**src/rtl/ple_pkg.sv**
```systemverilog
// ple_pkg: shared types and constants for the positional list engine.
// No dependencies; used by ple_cell and positional_list_engine_unit.

package ple_pkg;

	localparam int CAPACITY   = 16;
	localparam int DATA_WIDTH = 32;
	localparam int IDX_W      = $clog2(CAPACITY);
	localparam int COUNT_W    = $clog2(CAPACITY + 1);

	typedef logic [DATA_WIDTH-1:0] data_t;

	typedef enum logic [2:0] {
		KIND_INSERT  = 3'd0,
		KIND_DELETE  = 3'd1,
		KIND_REWRITE = 3'd2,
		KIND_READ    = 3'd3,
		KIND_SEARCH  = 3'd4,
		KIND_CLEAR   = 3'd5
	} kind_t;

	typedef enum logic [2:0] {
		ST_OK        = 3'd0,
		ST_ILLEGAL   = 3'd1,
		ST_EMPTY     = 3'd2,
		ST_NOT_FOUND = 3'd3,
		ST_FULL      = 3'd4
	} status_t;

	typedef enum logic [1:0] {
		CELL_HOLD,
		CELL_LOAD,
		CELL_FROM_PREV,
		CELL_FROM_NEXT
	} cell_op_t;

	typedef struct packed {
		cell_op_t op;
		data_t    wdata;
	} cell_ctrl_t;

endpackage

```
**src/rtl/positional_list_engine_unit.sv**
```systemverilog
// positional_list_engine_unit: bounded positional list built as a row of cells.
// Depends on ple_pkg and ple_cell.
//
// Requests arrive on the s_ channel (kind in s_tuser, position and value in
// s_tdata); results leave on the m_ channel through a single output register.
// Insert and delete shift the cells right of the position by one slot together;
// rewrite loads one cell; read selects one cell.
// Every kind but a matching search has its result registered straight into the
// output register on transfer; a matching search first registers its match vector.
// Throughput: one request per cycle while the receiver keeps up. A search that
// matches holds s_tready low while its match vector is walked, one result per
// cycle while the receiver keeps up, lowest position first.
// A stalled receiver holds the result in the output register; s_tready drops
// until it is taken, so nothing is lost or reordered.
// Reset clears the length, the output valid and the search walk; entry
// contents are not reset and are only read below the current length.

module positional_list_engine_unit (
	input  logic        clk,
	input  logic        arst_n,
	input  logic        s_tvalid,
	output logic        s_tready,
	input  logic [39:0] s_tdata,   // [7:0] position, [39:8] value
	input  logic [2:0]  s_tuser,   // [2:0] kind
	output logic        m_tvalid,
	input  logic        m_tready,
	output logic [47:0] m_tdata,   // [31:0] read_value, [36:32] found_position,
	                               // [41:37] list_length, [42] list_empty
	output logic [2:0]  m_tuser,   // [2:0] status
	output logic        m_tlast
);

	localparam int CAP = ple_pkg::CAPACITY;

	logic                          fire;
	logic                          out_free;
	ple_pkg::kind_t                kind;
	logic [7:0]                    pos;
	ple_pkg::data_t                value_w;
	logic [7:0]                    cnt8;
	logic [ple_pkg::IDX_W-1:0]     pidx;

	logic [ple_pkg::COUNT_W-1:0]   count_q, count_nx;
	logic                          srch_q;
	logic [CAP-1:0]                mvec_q;
	ple_pkg::data_t                key_q;

	logic                          out_valid_q;
	ple_pkg::status_t              out_status_q;
	logic [31:0]                   out_value_q;
	logic [4:0]                    out_fpos_q;
	logic [4:0]                    out_len_q;
	logic                          out_empty_q;
	logic                          out_last_q;

	ple_pkg::cell_ctrl_t           cell_ctrl [CAP];
	ple_pkg::data_t                cell_data [CAP];
	logic [CAP-1:0]                cell_match;
	logic [CAP-1:0]                live;
	logic [CAP-1:0]                match_vec;

	ple_pkg::status_t              req_status;
	logic                          req_ok;
	logic [31:0]                   req_value;
	logic                          start_search;

	logic [CAP-1:0]                low_bit;
	logic [CAP-1:0]                mvec_rest;
	logic [ple_pkg::IDX_W-1:0]     low_idx;
	logic                          walk;

	assign kind     = ple_pkg::kind_t'(s_tuser);
	assign pos      = s_tdata[7:0];
	assign value_w  = ple_pkg::data_t'(signed'(s_tdata[39:8]));
	assign cnt8     = 8'(count_q);
	assign pidx     = ple_pkg::IDX_W'(pos - 8'd1);
	assign out_free = !out_valid_q || m_tready;
	assign s_tready = !srch_q && out_free;
	assign fire     = s_tvalid && s_tready;
	assign walk     = srch_q && out_free;

	genvar g;
	generate
		for (g = 0; g < CAP; g++) begin : g_cell
			ple_pkg::data_t prev_d, next_d;
			if (g == 0) begin : g_first
				assign prev_d = cell_data[g];
			end else begin : g_mid
				assign prev_d = cell_data[g-1];
			end
			if (g == CAP - 1) begin : g_tail
				assign next_d = cell_data[g];
			end else begin : g_body
				assign next_d = cell_data[g+1];
			end
			ple_cell u_cell (
				.clk       (clk),
				.ctrl      (cell_ctrl[g]),
				.prev_data (prev_d),
				.next_data (next_d),
				.key       (value_w),
				.data      (cell_data[g]),
				.match     (cell_match[g])
			);
			assign live[g] = (g < int'(count_q));
		end
	endgenerate

	assign match_vec = cell_match & live;

	always_comb begin
		req_status   = ple_pkg::ST_OK;
		req_ok       = 1'b0;
		req_value    = '0;
		start_search = 1'b0;
		count_nx     = count_q;
		case (kind)
			ple_pkg::KIND_INSERT: begin
				if (cnt8 == 8'(CAP)) begin
					req_status = ple_pkg::ST_FULL;
				end else if (pos == 8'd0 || pos > cnt8 + 8'd1) begin
					req_status = ple_pkg::ST_ILLEGAL;
				end else begin
					req_ok   = 1'b1;
					count_nx = count_q + 1'b1;
				end
			end
			ple_pkg::KIND_DELETE, ple_pkg::KIND_REWRITE, ple_pkg::KIND_READ: begin
				if (count_q == '0) begin
					req_status = ple_pkg::ST_EMPTY;
				end else if (pos == 8'd0 || pos > cnt8) begin
					req_status = ple_pkg::ST_ILLEGAL;
				end else begin
					req_ok = 1'b1;
					if (kind == ple_pkg::KIND_DELETE)
						count_nx = count_q - 1'b1;
					if (kind == ple_pkg::KIND_READ)
						req_value = cell_data[pidx][31:0];
				end
			end
			ple_pkg::KIND_SEARCH: begin
				if (count_q == '0)
					req_status = ple_pkg::ST_EMPTY;
				else if (match_vec == '0)
					req_status = ple_pkg::ST_NOT_FOUND;
				else
					start_search = 1'b1;
			end
			ple_pkg::KIND_CLEAR: begin
				count_nx = '0;
			end
			default: begin
				req_status = ple_pkg::ST_OK;
			end
		endcase
	end

	always_comb begin
		for (int i = 0; i < CAP; i++) begin
			cell_ctrl[i].op    = ple_pkg::CELL_HOLD;
			cell_ctrl[i].wdata = value_w;
			if (fire && req_ok) begin
				case (kind)
					ple_pkg::KIND_INSERT: begin
						if (8'(i + 1) == pos)
							cell_ctrl[i].op = ple_pkg::CELL_LOAD;
						else if (8'(i + 1) > pos)
							cell_ctrl[i].op = ple_pkg::CELL_FROM_PREV;
					end
					ple_pkg::KIND_DELETE: begin
						if (8'(i + 1) >= pos)
							cell_ctrl[i].op = ple_pkg::CELL_FROM_NEXT;
					end
					ple_pkg::KIND_REWRITE: begin
						if (8'(i + 1) == pos)
							cell_ctrl[i].op = ple_pkg::CELL_LOAD;
					end
					default: cell_ctrl[i].op = ple_pkg::CELL_HOLD;
				endcase
			end
		end
	end

	// lowest pending match
	assign low_bit   = mvec_q & (~mvec_q + 1'b1);
	assign mvec_rest = mvec_q & ~low_bit;

	always_comb begin
		low_idx = '0;
		for (int i = 0; i < CAP; i++) begin
			if (low_bit[i])
				low_idx = low_idx | ple_pkg::IDX_W'(i);
		end
	end

	always_ff @(posedge clk or negedge arst_n) begin
		if (!arst_n) begin
			count_q <= '0;
			srch_q  <= 1'b0;
		end else begin
			if (fire)
				count_q <= count_nx;
			if (fire && start_search)
				srch_q <= 1'b1;
			else if (walk && mvec_rest == '0)
				srch_q <= 1'b0;
		end
	end

	always_ff @(posedge clk) begin
		if (fire && start_search) begin
			mvec_q <= match_vec;
			key_q  <= value_w;
		end else if (walk) begin
			mvec_q <= mvec_rest;
		end
	end

	always_ff @(posedge clk or negedge arst_n) begin
		if (!arst_n) begin
			out_valid_q <= 1'b0;
		end else if (fire) begin
			out_valid_q <= !start_search;
		end else if (walk) begin
			out_valid_q <= 1'b1;
		end else if (m_tready) begin
			out_valid_q <= 1'b0;
		end
	end

	always_ff @(posedge clk) begin
		if (fire) begin
			out_status_q <= req_status;
			out_value_q  <= req_value;
			out_fpos_q   <= '0;
			out_len_q    <= 5'(count_nx);
			out_empty_q  <= (count_nx == '0);
			out_last_q   <= 1'b1;
		end else if (walk) begin
			out_status_q <= ple_pkg::ST_OK;
			out_value_q  <= key_q[31:0];
			out_fpos_q   <= 5'(low_idx) + 5'd1;
			out_len_q    <= 5'(count_q);
			out_empty_q  <= (count_q == '0);
			out_last_q   <= (mvec_rest == '0);
		end
	end

	assign m_tvalid = out_valid_q;
	assign m_tuser  = out_status_q;
	assign m_tlast  = out_last_q;
	assign m_tdata  = {5'd0, out_empty_q, out_len_q, out_fpos_q, out_value_q};

`ifndef SYNTH
	a_no_accept_in_walk: assert property (@(posedge clk) disable iff (!arst_n)
		srch_q |-> !s_tready)
		else $error("request taken during search walk");

	a_walk_has_match: assert property (@(posedge clk) disable iff (!arst_n)
		srch_q |-> mvec_q != '0)
		else $error("search walk with no pending match");

	a_count_bound: assert property (@(posedge clk) disable iff (!arst_n)
		int'(count_q) <= CAP)
		else $error("length above capacity");

	a_not_last_is_match: assert property (@(posedge clk) disable iff (!arst_n)
		m_tvalid && !m_tlast |-> m_tuser == ple_pkg::ST_OK && out_fpos_q != 5'd0)
		else $error("non-final result that is not a match");
`endif

endmodule

```
**src/rtl/ple_cell.sv**
```systemverilog
// ple_cell: one list slot; loads, holds or takes its neighbour's entry.
// Depends on ple_pkg. Instanced CAPACITY times by the top level.

module ple_cell (
	input  logic                clk,
	input  ple_pkg::cell_ctrl_t ctrl,
	input  ple_pkg::data_t      prev_data,
	input  ple_pkg::data_t      next_data,
	input  ple_pkg::data_t      key,
	output ple_pkg::data_t      data,
	output logic                match
);

	ple_pkg::data_t data_q;

	always_ff @(posedge clk) begin
		case (ctrl.op)
			ple_pkg::CELL_LOAD:      data_q <= ctrl.wdata;
			ple_pkg::CELL_FROM_PREV: data_q <= prev_data;
			ple_pkg::CELL_FROM_NEXT: data_q <= next_data;
			default:                 data_q <= data_q;
		endcase
	end

	assign data  = data_q;
	assign match = (data_q == key);

endmodule

```
**config.mk**
```make
export PLATFORM = sky130hd
export DESIGN_NAME = positional_list_engine_unit
export DESIGN_NICKNAME = d
export VERILOG_FILES = /design/src/rtl/ple_pkg.sv /design/src/rtl/positional_list_engine_unit.sv /design/src/rtl/ple_cell.sv
export SDC_FILE = /design/constraint.sdc
export NUM_CORES = 2
export LEC_CHECK = 0
export BUFFER_PORTS_ARGS = -buffer_cell sky130_fd_sc_hd__buf_2
export CAP_MARGIN = 20
export CORE_UTILIZATION = 40
export DETAILED_ROUTE_END_ITERATION = 8
export GPL_TIMING_DRIVEN = 0
export HOLD_SLACK_MARGIN = 0.1
export SETUP_SLACK_MARGIN = 0.15
export SLEW_MARGIN = 5
export SYNTH_ARGS = -nofsm -noshare
export SYNTH_HDL_FRONTEND = slang
export SYNTH_HIERARCHICAL = 1
export SYNTH_SLANG_ARGS = --single-unit
```
**constraint.sdc**
```tcl
create_clock -name clk -period 13.9 [get_ports clk]
set_input_delay 0.695 -clock clk [delete_from_list [all_inputs] [get_ports clk]]
set_output_delay 0.695 -clock clk [all_outputs]
set_load 0.05 [all_outputs]
```
After elaboration in Yosys (flattened, before gate mapping)
Cells that the tools add are included.
{ "totals": {"ff_bits": 614, "in_bits": 47, "output_inout_bits": 54, "elab_cells": 383} }
{ "classes": {"add_sub_neg": 6, "magnitude_cmp": 51, "eq_ne": 84, "n_mux": 170, "n_bitwise": 6, "n_reduce_logical": 39} }
{ "op_table": {"columns": ["cell", "n"], "rows": [
  ["case mux 32 bit (3 select lines)", 14],
  ["equality test 32 bit", 16],
  ["2-to-1 mux 32 bit", 8],
  ["2-to-1 mux 2 bit", 69],
  ["binary-select mux 32 bit (select 4 bit)", 1],
  ["case mux 32 bit (2 select lines)", 2],
  ["case mux 2 bit (3 select lines)", 16],
  ["equality test 4 x 8 -> 1 bit (first input constant)", 8],
  ["greater-or-equal comparator 4 x 8 -> 1 bit (first input constant)", 8],
  ["> comparator 4 x 8 -> 1 bit (first input constant)", 8],
  ["equality test 2 bit (second input constant)", 30],
  ["bitwise AND 16 bit", 3],
  ["nonzero test 3 bit", 15],
  ["less-than comparator 4 x 5 -> 1 bit (first input constant)", 8],
  ["2-to-1 mux 5 bit", 7],
  ["2-to-1 mux 1 bit", 33],
  ["equality test 2 x 1 -> 1 bit (second input constant)", 16],
  ["equality test 3 x 8 -> 1 bit (first input constant)", 4],
  ["greater-or-equal comparator 3 x 8 -> 1 bit (first input constant)", 4],
  ["> comparator 3 x 8 -> 1 bit (first input constant)", 4],
  ["logical NOT 16 bit", 2],
  ["2-to-1 mux 16 bit", 2],
  ["2-to-1 mux 4 bit", 8],
  ["inverter 16 bit", 2],
  ["38 further kinds", 68]
]} }

Depth between registers and ports, before layout
{ "logic_depth": {"ltp_word": 19, "ltp_mapped": 18, "mapped_depth_nobuf": 14} }

Hierarchy
Netlist, hierarchy kept.
{ "modules_own_cells": {"columns": ["mod", "instances", "cells_each", "area_each_um2", "seq_area_each_um2"], "rows": [
  ["ple_cell", 16, 183, 1986.9, 960.9],
  ["positional_list_engine_unit", 1, 934, 9857.0, 2967.8]
]} }

Least setup slack after synthesis
No wires, ideal clock.
{ "synth_path": {"path_kind": "input to register", "startpoint": "input port s_tdata[0]", "endpoint": "register g_cell[1].u_cell.data_q[0], enable pin", "setup_ns": 0.375, "arrival_ns": 4.250, "required_ns": 13.525, "slack_ns": 9.275, "stages": 15, "n_path_buf": 4, "cell_sequence": "clkbuf_1 clkbuf_1 inv_1 ha_1 and4_1 a31o_2 o211ai_1 nor3_2 o21ai_1 or3_1 clkbuf_1 or3_1 nor3_1 buf_2 or2_2"} }
{ "synth_rtl": {"columns": ["item", "line_no", "text"], "rows": [
  ["from (decl)", "positional_list_engine_unit.sv:23", "input logic [39:0] s_tdata,"],
  ["to (signal assigned)", "ple_cell.sv:18", "ple_pkg::CELL_LOAD: data_q <= ctrl.wdata;"],
  ["to (signal assigned)", "ple_cell.sv:19", "ple_pkg::CELL_FROM_PREV: data_q <= prev_data;"],
  ["to (signal assigned)", "ple_cell.sv:20", "ple_pkg::CELL_FROM_NEXT: data_q <= next_data;"],
  ["to (decl)", "ple_cell.sv:14", "ple_pkg::data_t data_q;"]
]} }

==> metrics.yaml <==
async_flop_share: 0.0114
grt_max_degree: 42
dpl.hpwl_mm: 121
vias: 32700
wl_per_cell_um: 28.2
num_rows: 117
worstHoldPathType: "in2reg"
die_w_um: 325
yosysUniqueCellTypes: 76
r2r-end: "g_cell[12].u_cell/data[4]$_DFFE_PP_"
clock_path_buffers: 3
post-route-util: 0.450
cts_max_level: 3
routabilityCongestion: 0.977
regToRegSetupSlack_ps: 7830
drc: 0
fin_crit_sh: 0.457
r2r_start: "count_q[1]$_DFFE_PN0P_"
drt-total-wl_mm: 154
vdd_drop_max_mv: 0.0724
area_growth_syn_to_layout_pct: 10.8
setup_ws_ps: 7540
synth.yosys.warnings: 6
setup_viol_count_final: 0
grt_use_total: 0.285
yosysTopAreaCellShare: 0.433
cts-root-buf: "clkbuf_16"
first_pass_iters: 6
hold_buffers: 1
final_cell_count_no_fill: 5469
multi_input_comb_area_mm2: 0.0217
grt_pass1_vias: 31200
numCtsBuffers: 73
synth-edff-count: 601
n_fill_cell: 9729
drv_slew: 0
crit_top_cell: "clkbuf_1"
status: "finished, final reports clean"
worstPathRequired_ps: 14150
worst_pin_slew_ps: 1300
cts.sinks: 614
min_period_ps: 6360
worstHoldPathCells: 3
slew_headroom: 0.125
regArea_mm2: 0.0183
ant_nets: 0
hold_violations: 0
max_stage_delay_ps: 790
powerDensity_mw_per_mm2: 94.6
cp-start-kind: "input pin"
dieHeight_um: 325
postCtsSetupRepairBufs: 0
synth_top_cell_by_area: "edfxtp_1"
drt-met1-wl_mm: 65.7
wl_met3_mm: 16.5
rsz0062_at_grt: "false"
worst_r2r_path_depth: 15
synth.avg_cell_area_um2: 10.8
crit_type: "in2reg"
clkTransAtPathRegs_ps: 60
tritoncts: "built"
leakage_nw: 15.1
max_freq_ghz: 0.157
num_io_pins: 101
core-area_mm2: 0.102
dp_slack_ps: 7180
drive_above_1_share: 0.125
placedCellCount: 5336
path_max_fanout: 32
path_cells: "buf_2 > clkbuf_1 > clkbuf_1 > inv_1 > ha_1 > clkbuf_1 > or3b_1 > or2_1 > nand2_1 > a2111oi_2 > o21ai_1 > or2_2 > a221oi_1 > buf_4 > buf_6 > or2_2"
met2_length_mm: 67.0
antenna_found_initial: 8
clk_latency_ps: 660
portBuffers: 94
holdWs_ps: 329
fin_setup_tns_ps: 0
grt_pass1_wl_mm: 223
cts_resized: 0
synthCells: 3862
synth_seq_cells: 614
highest_layer: "met5"
drt_iter0_drc: 3996
syn_area_mm2: 0.0416
dieArea_mm2: 0.105
synth_area_leaders: "edfxtp_1 (43%), mux2i_1 (13%), xor2_1 (11%)"
drv_cap: 0
grt.overflow.total: 0
min_from: "s_tvalid"
via_per_inst: 5.98
cp_slowest_cell: "a221oi_1"
synth-main-ff-cell: "edfxtp_1"
ys_seq_area_frac: 0.440
hold_end: "m_tvalid$_DFFE_PN0P_"
cp_data_arrival_time_ps: 6610
critPathCaptureType: "flip-flop"
fin_nets: 4110
finClkSkew_ps: 36.0
start_util: 0.406
==> where the power goes <==
group | internal (mW) | total [mW] | switching, mW
clock | 0.997 | 1.82 | 0.822
combinational | 0.164 | 0.505 | 0.341
sequential | 2.04 | 2.04 | 0.00564
==> registers in the layout, summed over array words and instances (netlist names) <==
register            count
g_cell.u_cell/data    512
out_len_q               5
key_q                  32
count_q                 5
m_tuser                 3
out_empty_q             1
mvec_q                 16
out_fpos_q              5
out_value_q            32
m_tlast                 1
srch_q                  1
m_tvalid                1
==> cell usage after synthesis (42+ instances only) <==
| library cell | instances |
|---|---|
| edfxtp_1 | 601 |
| nor2_1 | 577 |
| a21oi_1 | 549 |
| mux2i_1 | 527 |
| xor2_1 | 514 |
| nand2_1 | 176 |
| nor4_1 | 130 |
| mux4_2 | 128 |
| clkbuf_1 | 110 |
| buf_2 | 74 |
| buf_6 | 49 |
| nand3_1 | 42 |
==> how the worst max path moves through the flow <==
stage               startpoint                             endpoint  slack, ps  depth (start not counted)
floorplan           s_tdata[0]   g_cell[1].u_cell/data[0]$_DFFE_PP_       9280                         15
global placement    s_tdata[0]  g_cell[15].u_cell/data[2]$_DFFE_PP_       5910                         13
detailed placement  s_tdata[0]  g_cell[12].u_cell/data[2]$_DFFE_PP_       7180                         15
CTS                 s_tdata[0]  g_cell[12].u_cell/data[4]$_DFFE_PP_       7820                         15
global route        s_tdata[0]  g_cell[1].u_cell/data[13]$_DFFE_PP_       7390                         17
finish              s_tdata[0]  g_cell[12].u_cell/data[4]$_DFFE_PP_       7540                         16
==> critical path, delay by kind of cell <==
family	cells	cell delay, ps
compound gates	3	1280
fa+ha+maj	1	270
buf+inv	7	2610
simple gates	5	1700
==> area by class of cell <==
cell class                      count  area share
Multi-Input combinational cell   2966       0.471
Sequential cell                   614       0.397
Clock buffer                       97      0.0417
Tap cell                         1368      0.0371
Buffer                            264      0.0332
Timing Repair Buffer              104      0.0129
Clock inverter                     33     0.00485
Inverter                           22     0.00179
Antenna cell                        1   0.0000542
==> through the flow <==
step           instance area [um2]  power [mW]
2_1_floorplan                41700        2.37
3_3_place_gp                 43800        2.56
3_5_place_dp                 44000        2.57
4_1_cts                      46100        4.37
5_1_grt                      46200        4.48
6_report                     46200        4.37
==> cell usage in the layout (no fill, tap or decap), types with 24 or more instances in the layout <==
cell type | netlist | layout
buf_4 | 22 | 24
nand2_1 | 176 | 176
nand3b_1 | 33 | 33
nor2_1 | 577 | 577
a32o_1 | 33 | 33
xor2_1 | 514 | 513
edfxtp_1 | 601 | 601
mux4_2 | 128 | 128
nand4_1 | 38 | 38
o21ai_0 | 30 | 30
buf_2 | 74 | 168
mux2i_1 | 527 | 527
a21oi_1 | 549 | 549
nand3_1 | 42 | 42
clkbuf_16 | 0 | 73
clkbuf_1 | 110 | 133
buf_6 | 49 | 52
nor4_1 | 130 | 130
==> metal layers <==
metal  vias to the layer above  track usage
met5                         -       0.0113
met4                        10       0.0888
met3                       195       0.0782
met2                      1563        0.425
met1                     16300        0.399
li1                      14700            -
==> cell families after synthesis <==
group | count (synthesis) | synth area share
DFF | 614 | 0.440
buffers and inverters | 286 | 0.0388
other | 1 | 0.0000900
AOI/OAI and AO/OA | 681 | 0.0908
muxes | 656 | 0.196
and+or+nand+nor | 1081 | 0.118
adders and majority gates | 23 | 0.00664
xor gates and xnor gates | 520 | 0.109
Power figures use the tool's default switching activity.
